## config.mk

```make
export PLATFORM = sky130hd
export DESIGN_NAME = ppba_ctrl
export DESIGN_NICKNAME = d
export VERILOG_FILES = /design/src/hw/rtl/ppba_pkg.sv /design/src/hw/rtl/ppba_ctrl.sv
export SDC_FILE = /design/constraint.sdc
export NUM_CORES = 1
export LEC_CHECK = 0
export BUFFER_PORTS_ARGS = -buffer_cell sky130_fd_sc_hd__buf_2
export CAP_MARGIN = 20
export CORE_AREA = 4 4 41 43
export CTS_BUF_LIST = sky130_fd_sc_hd__clkbuf_8
export DETAILED_ROUTE_END_ITERATION = 12
export DIE_AREA = 0 0 45 47
export GPL_ROUTABILITY_DRIVEN = 0
export MAX_ROUTING_LAYER = met4
export SLEW_MARGIN = 20
export SYNTH_ARGS = -nofsm -noshare
export SYNTH_HDL_FRONTEND = slang
export SYNTH_SLANG_ARGS = --single-unit
```

## constraint.sdc

```tcl
create_clock -name i_clk -period 1.5 [get_ports i_clk]
set_input_delay 0.075 -clock i_clk [delete_from_list [all_inputs] [get_ports i_clk]]
set_output_delay 0.075 -clock i_clk [all_outputs]
set_load 0.03 [all_outputs]
```

## src/hw/rtl/ppba_pkg.sv

```systemverilog
package ppba_pkg;

    // default geometry
    localparam int NUM_PAGES_DEF     = 65536;
    localparam int MAP_WORD_BITS_DEF = 64;

    // payload field widths
    localparam int REQ_TYPE_W    = 2;
    localparam int START_PAGE_W  = 16;
    localparam int RUN_LENGTH_W  = 17;
    localparam int RESULT_PAGE_W = 16;
    localparam int STATUS_W      = 2;

    typedef enum logic [REQ_TYPE_W-1:0] {
        REQ_ALLOC    = 2'd0,
        REQ_ALLOC_AT = 2'd1,
        REQ_FREE     = 2'd2
    } t_req_kind;

    typedef enum logic [STATUS_W-1:0] {
        ST_OK     = 2'd0,
        ST_NOROOM = 2'd1,
        ST_BAD    = 2'd2
    } t_status;

    typedef struct packed {
        logic [REQ_TYPE_W-1:0]   req_type;
        logic [START_PAGE_W-1:0] start_page;
        logic [RUN_LENGTH_W-1:0] run_length;
    } t_req;

    typedef struct packed {
        logic [RESULT_PAGE_W-1:0] result_page;
        logic [STATUS_W-1:0]      status;
    } t_rsp;

    typedef enum logic [2:0] {
        S_CLEAR,
        S_IDLE,
        S_DISPATCH,
        S_SCAN,
        S_PLACE,
        S_MARK,
        S_FINISH
    } t_state;

    // controller to datapath
    typedef struct packed {
        logic load;
        logic scan;
        logic place;
        logic mark;
        logic clear;
        logic emit;
    } t_ctrl_cmd;

    // datapath to controller
    typedef struct packed {
        logic clear_last;
        logic bad;
        logic alloc;
        logic found;
        logic miss;
        logic mark_done;
        logic out_free;
    } t_dp_stat;

endpackage

```

## src/hw/rtl/ppba_ctrl.sv

```systemverilog
module ppba_ctrl (
    input  logic                 i_clk,
    input  logic                 i_rst_n,
    input  logic                 i_req_valid,
    output logic                 o_req_ready,
    input  ppba_pkg::t_dp_stat   i_stat,
    output ppba_pkg::t_ctrl_cmd  o_cmd
);
    import ppba_pkg::*;

    t_state r_state;
    t_state n_state;

    always_ff @(posedge i_clk) begin
        if (!i_rst_n) begin
            r_state <= S_CLEAR;
        end else begin
            r_state <= n_state;
        end
    end

    always_comb begin
        n_state = r_state;
        case (r_state)
            S_CLEAR: begin
                if (i_stat.clear_last) n_state = S_IDLE;
            end
            S_IDLE: begin
                if (i_req_valid) n_state = S_DISPATCH;
            end
            S_DISPATCH: begin
                if (i_stat.bad)        n_state = S_FINISH;
                else if (i_stat.alloc) n_state = S_SCAN;
                else                   n_state = S_MARK;
            end
            S_SCAN: begin
                if (i_stat.found)     n_state = S_PLACE;
                else if (i_stat.miss) n_state = S_FINISH;
            end
            S_PLACE: begin
                n_state = S_MARK;
            end
            S_MARK: begin
                if (i_stat.mark_done) n_state = S_FINISH;
            end
            S_FINISH: begin
                if (i_stat.out_free) n_state = S_IDLE;
            end
            default: begin
                n_state = S_CLEAR;
            end
        endcase
    end

    always_comb begin
        o_cmd       = '0;
        o_req_ready = 1'b0;
        case (r_state)
            S_CLEAR: begin
                o_cmd.clear = 1'b1;
            end
            S_IDLE: begin
                o_req_ready = 1'b1;
                o_cmd.load  = i_req_valid;
            end
            S_SCAN: begin
                o_cmd.scan = 1'b1;
            end
            S_PLACE: begin
                o_cmd.place = 1'b1;
            end
            S_MARK: begin
                o_cmd.mark = 1'b1;
            end
            S_FINISH: begin
                o_cmd.emit = i_stat.out_free;
            end
            default: begin
                o_cmd = '0;
            end
        endcase
    end
endmodule

```

==> results.md <==
* Antenna Nets Post-Route at 0
* Vias in the first global route at 298
* Mapped Cells at 37
* # resized after CTS at 1
* Final #Nets at 68
* Max-Cap Viols at 0
* Gr busiest metal: met2
* Setup violators final at 0
* Clk_skew at 0.00304 ns
* Hold-fix buffers, CTS at 0
* Period utilisation layout at 92.6%
* Setup TNS Final at 0 ns
* Leading registers by flop count: r_state x3
* Crit Path Max Fanout at 9
* Worst Path Arrival at 1.31 ns
* Synth-to-Final Area Change at 49.2%
* Post-CTS Setup Inserts at 0
* Area leader, netlist: dfxtp_1
* # port buffers at 16
* Critical path startpoint category: flop
* Met3 Track Usage GR at 2.30%
* # DRC at 0
* Ys Warns at 0
* Initial antenna violation count at 0
* CP max stage delay at 0.39 ns
* DRT iter0 DRCs at 2
* Syn_nets at 47
* FP Rows at 13
* CTS Sinks at 3
* Fraction of layout cells with a size suffix above 1 at 54.4%
* DP Wirelength at 609 um
* Die width at 45 um
* Met1 Use GR at 10.2%
* GRT Residual Overflow at 0
* Post-Route WL at 760 um
* WP data required at 1.42 ns
* CP Capture Type: output pin
* F_max at 0.720 GHz
* CTS Buf Count at 3
* Clock Tree Buf Depth at 2
* Critical Path, Cell by Cell: nor2b_2 > nor2b_2 > and2_1 > buf_2
* Total power at 0.909 mW
* Commonest non-fill, non-tap cell in the layout: buf_2
* Ant diodes at 0
* Root Buffer: clkbuf_8
* Die H at 47 um
* Slew Limit Fails at 0
* CTS tree: built
* CP max-delay cell: dfxtp_1
* Post-Syn Area per Cell at 8.39 sq um
* First-pass GRT wire length at 1260 um
* Vias at 323
* Area of the multi-input gates at 235 sq um
* Largest net degree at the start of global routing at 11
* RSZ-0062 raised after global routing: no
* Clock transition at the registers of the reported paths at 0.03 ns
* Initial Util at 23.8%
* HP Class: in2reg
* Clk_lat worst skew at 0.21 ns
* Netlist cell types at 26
* GRT met2 Usage at 12.4%
* Largest register FFs at 3
* Avg Vias per Cell at 4.49
* Hold Fails Final Rpt at 0
* Most frequent cells in the layout: buf_2, nand2_1, inv_1, nor2_1, clkbuf_8
* H-tree depth at 1
* Crit Path Class: reg2out
* Leak pwr at 0.235 nW
* Drt wl/cell at 10.6 um
* Status: finished, final reports clean
* Fillers at 147
* Peak supply drop at 0.000810 V
* PwrDens at 1960 nW/um^2
* Share of the synthesized area in the top cell type at 19.4%
* DRT Pass-1 Iters at 2
* Core region area at 1300 sq um
* Top reg by flops: r_state
* Total Routing Usage GR at 8.73%
* Yosys reg bits at 3
* R2R Setup Slk at 0.14 ns
* Period minus WS final at 1.39 ns
* Full die area at 2120 sq um
* Worst path most repeated cell: nor2b_2
* Top post-synthesis cells by area: dfxtp_1, nor2b_1, o21bai_4
* Post-synthesis cell area at 310 sq um
* Flip-flop and latch area at 61.3 sq um
* Post-synthesis sequential area ratio at 19.4%
* Max-slew headroom at 77.6%
* Slew @ Worst Pin at 0.335 ns
* Ports at 17
## per-layer routing
metal,vias to the layer above,share of wire (%)
li1,175,-
met1,140,46
met2,8,47
met3,0,6.6
met4,0,0
met5,-,0
## path summary, 6_finish.rpt
kind              depth (start not counted)        from          to
hold / removal                            2     i_rst_n  r_state[2]
setup reg to reg                          4  r_state[2]  r_state[2]
setup / recovery                          4  r_state[2]    o_cmd[5]
hold reg to reg                           2  r_state[1]  r_state[1]
## logic make-up (layout without fill, tap and decap cells)
| logic type | after synthesis | count (layout) | share of synthesized area, % |
|---|---|---|---|
| compound gates | 9 | 9 | 30.6 |
| buf+inv | 4 | 24 | 6.45 |
| flops | 3 | 3 | 19.4 |
| mux | 1 | 1 | 3.23 |
| simple gates | 20 | 20 | 40.3 |
## cell usage after synthesis (all sizes together)
library cell and n:
o21ai 1, and3b 1, o221ai 1, inv 2, a31oi 1, nor2 3, nand2b 1, nand2 3
nor3b 1, o311a 1, o21bai 1, and2b 1, and4b 1, and3 1, a21o 1, nor2b 3
mux2i 1, dfxtp 3, o211ai 1, o2111ai 1, a21oi 1, buf 2, nor3 3, and2 2
## area by class of cell
class / count / share of cell area (%)
well taps: 15 / 4.05
flip-flops and latches: 3 / 13.2
clock inverters: 1 / 0.811
multi-input cells: 30 / 50.8
repair buffers: 18 / 20.5
clock buffers: 3 / 8.92
inverters: 2 / 1.62
## power by group
group	total [mW]	switching (mW)	internal, mW
Sequential	0.171	0.0567	0.115
Combinational	0.515	0.287	0.228
Clock	0.222	0.0482	0.174
## through the flow
stage               cells  setup slack [ns]  hold slack, ns  utilization (%)  cell area (sq um)
finish                 72             0.111           0.137             35.6                463
detailed placement     68            0.0722           0.359             31.8                414
floorplan              37            0.0872           0.206                -                313
global placement       68            0.0973           0.354             31.8                414
global route           72            0.0284           0.152             35.6                463
CTS                    72            0.0714           0.133             35.5                462
## worst max-delay path: cells and delay by family, from the launching register on
kind                   cells  cell delay [ns]
buffers and inverters      1             0.19
DFF                        1             0.39
and+or+nand+nor            3             0.53
No activity file was read; power rests on OpenSTA's default activity.
